## src/sv/sgrr_pkg.sv

```systemverilog
// Package for the glyph row rasterizer: beat type, field codes and sizes.
// No dependencies; used by sgrr_cell and the top level.
`timescale 1ns / 1ps

package sgrr_pkg;

    localparam int GLYPH_ROWS = 16;
    localparam int ASCII_W    = 8;
    localparam int BIG5_W     = 16;
    localparam int NUM_CELLS  = BIG5_W + 1;
    localparam int ADV_ASCII  = 8;
    localparam int ADV_UNDER  = 4;
    localparam int ADV_BIG5   = 16;

    localparam logic       CMD_BEGIN = 1'b0;
    localparam logic       CMD_ROW   = 1'b1;

    localparam logic [1:0] KIND_ASCII = 2'd0;
    localparam logic [1:0] KIND_UNDER = 2'd1;
    localparam logic [1:0] KIND_BIG5  = 2'd2;
    localparam logic [1:0] KIND_NONE  = 2'd3;

    localparam logic [3:0] ROW_LAST = 4'd15;

    localparam logic [1:0] CFG_FB_WIDTH  = 2'd0;
    localparam logic [1:0] CFG_FB_HEIGHT = 2'd1;
    localparam logic [1:0] CFG_FG_COLOR  = 2'd2;
    localparam logic [1:0] CFG_SH_COLOR  = 2'd3;

    localparam logic STATUS_PIXEL  = 1'b0;
    localparam logic STATUS_REJECT = 1'b1;

    typedef struct packed {
        logic        v;
        logic [11:0] x;
        logic [11:0] y;
        logic [7:0]  color;
        logic        status;
        logic        last;
    } t_beat;

endpackage

```

## src/sv/sgrr_cell.sv

```systemverilog
// One column cell of the output chain: holds one pending write beat.
// Depends on sgrr_pkg.
`timescale 1ns / 1ps

module sgrr_cell (
    input  logic           i_clk,
    input  logic           i_rst_n,
    input  logic           i_load,
    input  logic           i_shift,
    input  sgrr_pkg::t_beat i_load_beat,
    input  sgrr_pkg::t_beat i_next_beat,
    output sgrr_pkg::t_beat o_beat
);
    import sgrr_pkg::*;

    logic  r_v;
    t_beat r_pay;
    logic  n_v;
    t_beat n_pay;

    always_comb begin
        n_v   = r_v;
        n_pay = r_pay;
        if (i_load) begin
            n_v   = i_load_beat.v;
            n_pay = i_load_beat;
        end else if (i_shift) begin
            n_v   = i_next_beat.v;
            n_pay = i_next_beat;
        end
    end

    always_ff @(posedge i_clk) begin
        if (!i_rst_n) begin
            r_v <= 1'b0;
        end else begin
            r_v <= n_v;
        end
        r_pay <= n_pay;
    end

    always_comb begin
        o_beat   = r_pay;
        o_beat.v = r_v;
    end

endmodule

```

## src/sv/shadowed_glyph_row_rasterizer_top.sv

```systemverilog
// Top level of the shadowed glyph row rasterizer: pen state, bounds check, cell chain.
// Depends on sgrr_pkg and sgrr_cell.
`timescale 1ns / 1ps

// Each glyph row is checked against the framebuffer when it is accepted and
// then loaded in parallel into a chain of 17 column cells, one per column of
// a 16-wide glyph plus the shadow column. The chain moves one cell toward the
// output register each cycle, and empty columns still pass through it. The
// next item is taken as soon as only the head cell remains and it moves out.
// A rejected glyph's status beat passes through the head cell and then the
// output register. Begin commands and rows that draw nothing are taken
// whenever the chain is free. Output stalls stop the chain; the output
// register lets the next row load while the final beat of the previous row
// waits.

module shadowed_glyph_row_rasterizer_top (
    input  logic        i_clk,
    input  logic        i_rst_n,
    input  logic        i_cfg_valid,
    output logic        o_cfg_ready,
    input  logic [1:0]  i_cfg_index,
    input  logic [12:0] i_cfg_data,
    input  logic        i_in_valid,
    output logic        o_in_ready,
    input  logic        i_cmd,
    input  logic signed [12:0] i_origin_x,
    input  logic signed [12:0] i_origin_y,
    input  logic [1:0]  i_glyph_kind,
    input  logic [3:0]  i_row_index,
    input  logic [15:0] i_row_bits,
    output logic        o_out_valid,
    input  logic        i_out_ready,
    output logic [11:0] o_pixel_x,
    output logic [11:0] o_pixel_y,
    output logic [7:0]  o_pixel_color,
    output logic        o_status,
    output logic        o_last
);
    import sgrr_pkg::*;

    logic [12:0] r_fb_width;
    logic [12:0] r_fb_height;
    logic [7:0]  r_fg_color;
    logic [7:0]  r_sh_color;
    logic [12:0] r_pen_x;
    logic [12:0] r_line_y;
    logic        r_failed;
    logic        r_out_valid;
    t_beat       r_out;

    t_beat w_cell [NUM_CELLS];
    t_beat w_load [NUM_CELLS];
    t_beat w_next [NUM_CELLS];
    logic [NUM_CELLS-1:0] w_pix;
    logic [NUM_CELLS-1:0] w_fg;
    logic [NUM_CELLS-1:0] w_last;
    logic [NUM_CELLS-1:0] w_busy;

    logic        w_wide;
    logic        w_accept;
    logic        w_row_cmd;
    logic        w_load_en;
    logic        w_reject;
    logic        w_head_move;
    logic        w_shift;
    logic [13:0] w_x_end;
    logic [13:0] w_y_end;
    logic [11:0] w_y;
    logic [12:0] w_adv;

    assign o_cfg_ready = 1'b1;

    always_ff @(posedge i_clk) begin
        if (!i_rst_n) begin
            r_fb_width  <= 13'd320;
            r_fb_height <= 13'd200;
            r_fg_color  <= 8'd15;
            r_sh_color  <= 8'd0;
        end else if (i_cfg_valid && o_cfg_ready) begin
            case (i_cfg_index)
                CFG_FB_WIDTH:  r_fb_width  <= i_cfg_data;
                CFG_FB_HEIGHT: r_fb_height <= i_cfg_data;
                CFG_FG_COLOR:  r_fg_color  <= i_cfg_data[7:0];
                CFG_SH_COLOR:  r_sh_color  <= i_cfg_data[7:0];
                default: ;
            endcase
        end
    end

    // Chain and handshake
    assign w_head_move = w_cell[0].v && (!r_out_valid || i_out_ready);
    assign w_shift     = !w_cell[0].v || w_head_move;
    assign o_in_ready  = !(|w_busy[NUM_CELLS-1:1]) && w_shift;
    assign w_accept    = i_in_valid && o_in_ready;

    assign w_wide    = (i_glyph_kind == KIND_BIG5);
    assign w_row_cmd = w_accept && (i_cmd == CMD_ROW) && !r_failed
                       && (i_glyph_kind != KIND_NONE);
    assign w_x_end   = {1'b0, r_pen_x} + (w_wide ? 14'(BIG5_W) : 14'(ASCII_W));
    assign w_y_end   = {1'b0, r_line_y} + 14'(GLYPH_ROWS);
    assign w_reject  = r_pen_x[12] || r_line_y[12]
                       || (w_x_end >= {1'b0, r_fb_width})
                       || (w_y_end > {1'b0, r_fb_height});
    assign w_load_en = w_row_cmd;
    assign w_y       = r_line_y[11:0] + {8'd0, i_row_index};

    always_comb begin
        case (i_glyph_kind)
            KIND_BIG5:  w_adv = 13'(ADV_BIG5);
            KIND_UNDER: w_adv = 13'(ADV_UNDER);
            default:    w_adv = 13'(ADV_ASCII);
        endcase
    end

    always_ff @(posedge i_clk) begin
        if (!i_rst_n) begin
            r_pen_x  <= '0;
            r_line_y <= '0;
            r_failed <= 1'b0;
        end else if (w_accept && (i_cmd == CMD_BEGIN)) begin
            r_pen_x  <= i_origin_x;
            r_line_y <= i_origin_y;
            r_failed <= 1'b0;
        end else if (w_row_cmd) begin
            if (w_reject) begin
                r_failed <= 1'b1;
            end else if (i_row_index == ROW_LAST) begin
                r_pen_x <= r_pen_x + w_adv;
            end
        end
    end

    for (genvar c = 0; c < NUM_CELLS; c++) begin : g_col
        logic fg;
        logic sh;
        if (c < BIG5_W) begin : g_fg
            assign fg = i_row_bits[BIG5_W-1-c] && (w_wide || (c < ASCII_W));
        end else begin : g_nofg
            assign fg = 1'b0;
        end
        if (c > 0) begin : g_sh
            assign sh = i_row_bits[BIG5_W-c] && (w_wide || (c <= ASCII_W));
        end else begin : g_nosh
            assign sh = 1'b0;
        end
        assign w_fg[c]  = fg;
        assign w_pix[c] = fg || sh;
        if (c < NUM_CELLS - 1) begin : g_lastn
            assign w_last[c] = w_pix[c] && !(|w_pix[NUM_CELLS-1:c+1]);
            assign w_next[c] = w_cell[c+1];
        end else begin : g_lastt
            assign w_last[c] = w_pix[c];
            assign w_next[c] = '0;
        end

        always_comb begin
            w_load[c] = '0;
            if (w_reject) begin
                if (c == 0) begin
                    w_load[c].v      = 1'b1;
                    w_load[c].status = STATUS_REJECT;
                    w_load[c].last   = 1'b1;
                end
            end else begin
                w_load[c].v      = w_pix[c];
                w_load[c].x      = r_pen_x[11:0] + 12'(c);
                w_load[c].y      = w_y;
                w_load[c].color  = w_fg[c] ? r_fg_color : r_sh_color;
                w_load[c].status = STATUS_PIXEL;
                w_load[c].last   = w_last[c];
            end
        end

        sgrr_cell u_cell (
            .i_clk       (i_clk),
            .i_rst_n     (i_rst_n),
            .i_load      (w_load_en),
            .i_shift     (w_shift),
            .i_load_beat (w_load[c]),
            .i_next_beat (w_next[c]),
            .o_beat      (w_cell[c])
        );
        assign w_busy[c] = w_cell[c].v;
    end

    // Output register
    always_ff @(posedge i_clk) begin
        if (!i_rst_n) begin
            r_out_valid <= 1'b0;
        end else if (w_head_move) begin
            r_out_valid <= 1'b1;
        end else if (i_out_ready) begin
            r_out_valid <= 1'b0;
        end
        if (w_head_move) begin
            r_out <= w_cell[0];
        end
    end

    assign o_out_valid   = r_out_valid;
    assign o_pixel_x     = r_out.x;
    assign o_pixel_y     = r_out.y;
    assign o_pixel_color = r_out.color;
    assign o_status      = r_out.status;
    assign o_last        = r_out.last;

endmodule

```

## config.mk

```make
export PLATFORM = sky130hd
export DESIGN_NAME = shadowed_glyph_row_rasterizer_top
export DESIGN_NICKNAME = d
export VERILOG_FILES = /design/src/sv/sgrr_pkg.sv /design/src/sv/sgrr_cell.sv /design/src/sv/shadowed_glyph_row_rasterizer_top.sv
export SDC_FILE = /design/constraint.sdc
export NUM_CORES = 1
export LEC_CHECK = 0
export ABC_AREA = 1
export BUFFER_PORTS_ARGS = -buffer_cell sky130_fd_sc_hd__buf_4
export CAP_MARGIN = 20
export CORE_MARGIN = 2
export CORE_UTILIZATION = 40
export DETAILED_ROUTE_END_ITERATION = 8
export HOLD_SLACK_MARGIN = 0.02
export SYNTH_ARGS = -nofsm -noshare
export SYNTH_HDL_FRONTEND = slang
export SYNTH_SLANG_ARGS = --single-unit
```

## constraint.sdc

```tcl
create_clock -name i_clk -period 37.2 [get_ports i_clk]
set_clock_uncertainty 0.15 [all_clocks]
set_input_delay 1.86 -clock i_clk [delete_from_list [all_inputs] [get_ports i_clk]]
set_output_delay 1.86 -clock i_clk [all_outputs]
set_load 0.1 [all_outputs]
```

# Yosys cells after proc, flatten, opt, wreduce, memory -nomap -nowiden
# Cells that the tools add are included.
totals:
  regBits: 699
  out_inout_bits: 37
op_classes:
  muxes: 111
  add_sub_neg: 20
  n_lt_le_gt_ge: 2
  eq_ne: 8
  bitwise: 2
  n_reduce_logical: 99
ops:
  columns: ["cell", "n"]
  rows:
  - ["$mux 34", 34]
  - ["$mux 35", 16]
  - ["$mux 8", 16]
  - ["$add 12x4->12 const B", 8]
  - ["$mux 13", 4]
  - ["$add 12x3->12 const B", 4]
  - ["$mux 1", 37]
  - ["$mux 32", 1]
  - ["$reduce_or 16->1", 2]
  - ["$logic_and 1x1->1", 31]
  - ["$add 12x2->12 const B", 2]
  - ["$logic_not 1->1", 20]
  - ["$logic_or 1x1->1", 20]
  - ["$reduce_or 15->1", 1]
  - ["$add 13x5->14", 1]
  - ["$add 13x5->14 const B", 1]
  - ["$ge 14x13->1", 1]
  - ["$gt 14x13->1", 1]
  - ["$reduce_or 14->1", 1]
  - ["$add 13x13->13", 1]
  - ["$reduce_or 13->1", 1]
  - ["$add 12x1->12 const B", 1]
  - ["$add 12x4->12", 1]
  - ["$add 12x5->12 const B", 1]
  - ["24 further kinds", 36]

# Longest topological paths before layout
logic_depth:
  ltp_word: 11
  mapped_depth: 22
  depth_no_buf: 20

# Hierarchy
# A second synthesis with hierarchy kept.
unflattened:
  hier_cells: 4216
  hier_area_um2: 37367.1
modules_own_cells:
  columns: ["mod", "area_per_inst_um2", "n_inst", "cells_per_inst", "seq_area_each_um2"]
  rows:
  - ["sgrr_cell", 1579.0, 17, 154, 1041.0]
  - ["shadowed_glyph_row_rasterizer_top", 10523.8, 1, 1598, 2422.3]

# Least setup slack after synthesis
# OpenSTA, ideal clock, no wires.
synth_timing:
  path_type: "input to register"
  start: "in i_out_ready"
  end: "reg g_col[0].u_cell.r_v"
  setup_time_ns: 0.734
  t_arrival_ns: 17.847
  path_slack_ns: 18.469
  cell_stages: 4
  path_cell_list: "inv_1 -> nand3_1 -> clkbuf_1 -> a21oi_1"
synth_between:
  elab_chain_cells: 9
synth_lines:
  columns: ["element", "line_no", "source"]
  rows:
  - ["start: declaration", "shadowed_glyph_row_rasterizer_top.sv:32", "input logic i_out_ready,"]
  - ["$logic_or 1x1->1 *", "shadowed_glyph_row_rasterizer_top.sv:91", "assign w_head_move = w_cell[0].v && (!r_out_valid || i_out_ready);"]
  - ["$logic_and 1x1->1 *", "shadowed_glyph_row_rasterizer_top.sv:91", null]
  - ["$logic_or 1x1->1 *", "shadowed_glyph_row_rasterizer_top.sv:92", "assign w_shift = !w_cell[0].v || w_head_move;"]
  - ["$logic_and 1x1->1", "shadowed_glyph_row_rasterizer_top.sv:93", "assign o_in_ready = !(|w_busy[NUM_CELLS-1:1]) && w_shift;"]
  - ["$logic_and 1x1->1", "shadowed_glyph_row_rasterizer_top.sv:94", "assign w_accept = i_in_valid && o_in_ready;"]
  - ["$logic_and 1x1->1 (2 in a row)", "shadowed_glyph_row_rasterizer_top.sv:97", "assign w_row_cmd = w_accept && (i_cmd == CMD_ROW) && !r_failed"]
  - ["$logic_and 1x1->1", "shadowed_glyph_row_rasterizer_top.sv:98", "&& (i_glyph_kind != KIND_NONE);"]
  - ["$mux 1 or $reduce_bool 2->1 (tied branches)", null, null]
  - ["end signal: assignment", "sgrr_cell.sv:37", "r_v <= n_v;"]
  - ["end: declaration", "sgrr_cell.sv:16", "logic r_v;"]
# Every way passes the cells marked *; elsewhere a longest branch is shown, timed or not.
# A chain may end at the register's enable or synchronous reset.

==> reports/results.txt <==
outcome = finished clean
post-CTS sizing = 0
Clk Latency, worst-skew pair = 0.63 ns
Leak = 0.0157 µW
IO buf count = 104
number of H-tree levels = 3
max-cap violation count = 0
Vias/cell = 4.99
unique cell type count in the Yosys netlist = 37
measured slew at the worst slew-check pin = 1.16 ns
dpl ws = 30.13 ns
yosys synthesis warning count = 0
num ports = 106
fillers = 7351
fin crit share = 0.165
met3 usage = 0.0357
top cell type's share of synthesized area = 0.571
row count = 102
Die Span Y = 284 µm
share of cells above drive strength 1 = 0.0795
First DRT Iteration DRCs = 1937
Avg Cell Area, Syn = 9.80 µm²
Die Area = 0.0806 mm²
worst min-delay path category = register to register
Num CTS Buffers = 74
dominant cells by area after synthesis = edfxtp_1 (57%), nand2_1 (13%), o21ai_0 (7.9%)
storage element area = 0.0196 mm²
critical path type = input port to register
Power Total = 2650 µW
CP Max Fanout = 100
Hold Violations, Final = 0
Seq/Total Area, Yosys = 0.626
Post-layout nets = 3349
Global Route met2 Usage = 0.249
grt total ovfl = 0
RSZ-0062 raised after global routing = no
Via Count = 21600
Final GP Congestion = 0.843
Synth Net Count = 3326
largest net degree at the start of global routing = 185
Critical Path RT = 37.38 ns
first-pass GRT wire length = 114000 µm
f_max = 163 MHz
CP arrival = 6.32 ns
fin cells = 4323
total wire length = 71600 µm
Power Density = 74.7 mW/mm²
CTS root buffer = clkbuf_16
max-slew violation count = 0
routing usage on met1 = 0.272
Tmin final = 6.15 ns
synthesis-to-layout area growth = 13.2%
Final ANT Viol Nets = 0
Pre-Repair DR Iteration Count = 5
Initial Utilization = 0.404
clk sinks = 683
TNS Setup = 0 ns
Avg WL per Cell = 16.6 µm
Worst Setup Slack, final = 31.05 ns
Final setup viols = 0
postcts setup bufs = 0
initial antenna violation count = 0
HPWL after DPL = 44300 µm
final core occ = 0.457
crit end category = register
area leader, netlist = edfxtp_1
Rel. slew slack = 0.228
Core Area = 0.0776 mm²
CTS tree = built
multi-input logic area = 0.0103 mm²
Syn Inst Count = 3200
vias in the first global route = 20100
CP startpoint kind = input port
antenna fix cells = 0
Die X = 284 µm
Max clock buf depth = 3
VDD IR-drop max = 38.9 µV
Synth Register Bits = 683
Global Route Usage Sum = 0.175
cts hold-fix bufs = 0
dpl cells = 4186
DRC errors left = 0
Mapped Area = 0.0314 mm²
clock-pin slew on the worst setup and hold paths = 0.06 ns
GRT Max-Usage Layer = met1
==> through the flow <==
stage | hold slack, ns | cell area, µm²
floorplan | 0.250 | 31400
global placement | 0.251 | 33000
detailed placement | 0.255 | 33000
CTS | 0.267 | 35500
global route | 0.286 | 35500
finish | 0.267 | 35500
==> metal layers <==
metal,wire length (µm),share of wire,vias to the layer above
met1,35900,0.50,10200
met3,4510,0.063,75
met2,30100,0.42,491
li1,-,-,10800
met5,0,0,-
met4,1050,0.015,0
==> critical path: stages <==
cell and delay, ns:
buf_4 0.09, inv_1 0.05, ha_1 0.41, inv_1 0.19
ha_1 0.18, inv_1 0.06, fa_1 0.42, nor2_1 0.20
nand2_1 0.10, xor2_1 0.17, ha_1 0.32, nand2_1 0.09
nor3_1 0.17, nand2_1 0.08, nand2_1 0.06, nand2_1 0.12
nand2_2 0.21, nor2_8 0.05, inv_6 0.47, buf_4 0.35
buf_16 0.32, o21ai_0 0.16
==> state kept, by name (all words and copies together), names as in the netlist, 8 cells and up <==
signal	cells
r_fb_height	13
o_pixel_x	12
r_line_y	13
r_fb_width	13
g_col.u_cell.o_beat	562
r_fg_color	8
o_pixel_color	8
g_col.u_cell.r_v	17
o_pixel_y	12
r_pen_x	13
r_sh_color	8
==> cell type report <==
| type | count | share of cell area |
|---|---|---|
| Tap cell | 1040 | 0.0367 |
| Timing Repair Buffer | 132 | 0.0288 |
| Clock buffer | 105 | 0.0591 |
| Multi-Input combinational cell | 2144 | 0.291 |
| Sequential cell | 683 | 0.554 |
| Clock inverter | 31 | 0.0110 |
| Inverter | 188 | 0.0202 |
==> path summary, 6_finish.rpt <==
check / start / end / slack [ns] / depth (start not counted)
min: g_col[0].u_cell.o_beat[7]$_DFFE_PP_ / o_pixel_color[5]$_DFFE_PP_ / 0.27 / 0
max reg2reg: r_pen_x[9]$_SDFFE_PN0P_ / g_col[12].u_cell.o_beat[31]$_DFFE_PP_ / 31.71 / 16
max: i_glyph_kind[0] / g_col[12].u_cell.o_beat[31]$_DFFE_PP_ / 31.05 / 22
min reg2reg: g_col[0].u_cell.o_beat[7]$_DFFE_PP_ / o_pixel_color[5]$_DFFE_PP_ / 0.27 / 0
==> power by group <==
part / total, µW / internal (µW) / switching, µW
Sequential: 1220 / 1120 / 98.9
Clock: 748 / 435 / 314
Combinational: 684 / 202 / 482
==> cells in the final DEF, fill, tap and decap left out, drive strengths merged, types with 42 or more instances in the layout <==
| cell | n |
|---|---|
| nand2 | 1125 |
| nor2 | 115 |
| xor2 | 135 |
| dfxtp | 87 |
| edfxtp | 596 |
| nand3 | 42 |
| a21oi | 88 |
| ha | 54 |
| inv | 174 |
| o21ai | 529 |
| buf | 132 |
| clkbuf | 105 |
==> cells in the mapped netlist <==
library cell and number:
nand2_1 1118, edfxtp_1 596, o21ai_0 493, clkbuf_1 164
inv_1 161, xor2_1 135, nor2_1 113, a21oi_1 87
dfxtp_1 87, ha_1 54, nand3_1 42, o21ai_1 36
clkinv_1 18, buf_2 15, nand4_1 12, a22o_1 9
inv_2 9, nand2_2 7, nor3_1 5, o211ai_1 5
xnor2_1 5, or2_1 4, buf_1 3, buf_4 3
fa_1 3, or2_2 3, a31oi_1 2, o31ai_1 2
a21boi_0 1, a21oi_2 1, a22oi_1 1, and3_1 1
conb_1 1, nand4_2 1, nor2_2 1, nor2_8 1
nor3b_1 1
==> cell families after synthesis <==
logic type,count (synthesis),synth area share
simple gates,1309,0.162
flops,683,0.626
compound gates,637,0.104
buf+inv,373,0.0456
xor+xnor,140,0.0391
fa+ha+maj,57,0.0235
other cells,1,0.000120
Power figures use the tool's default switching activity.
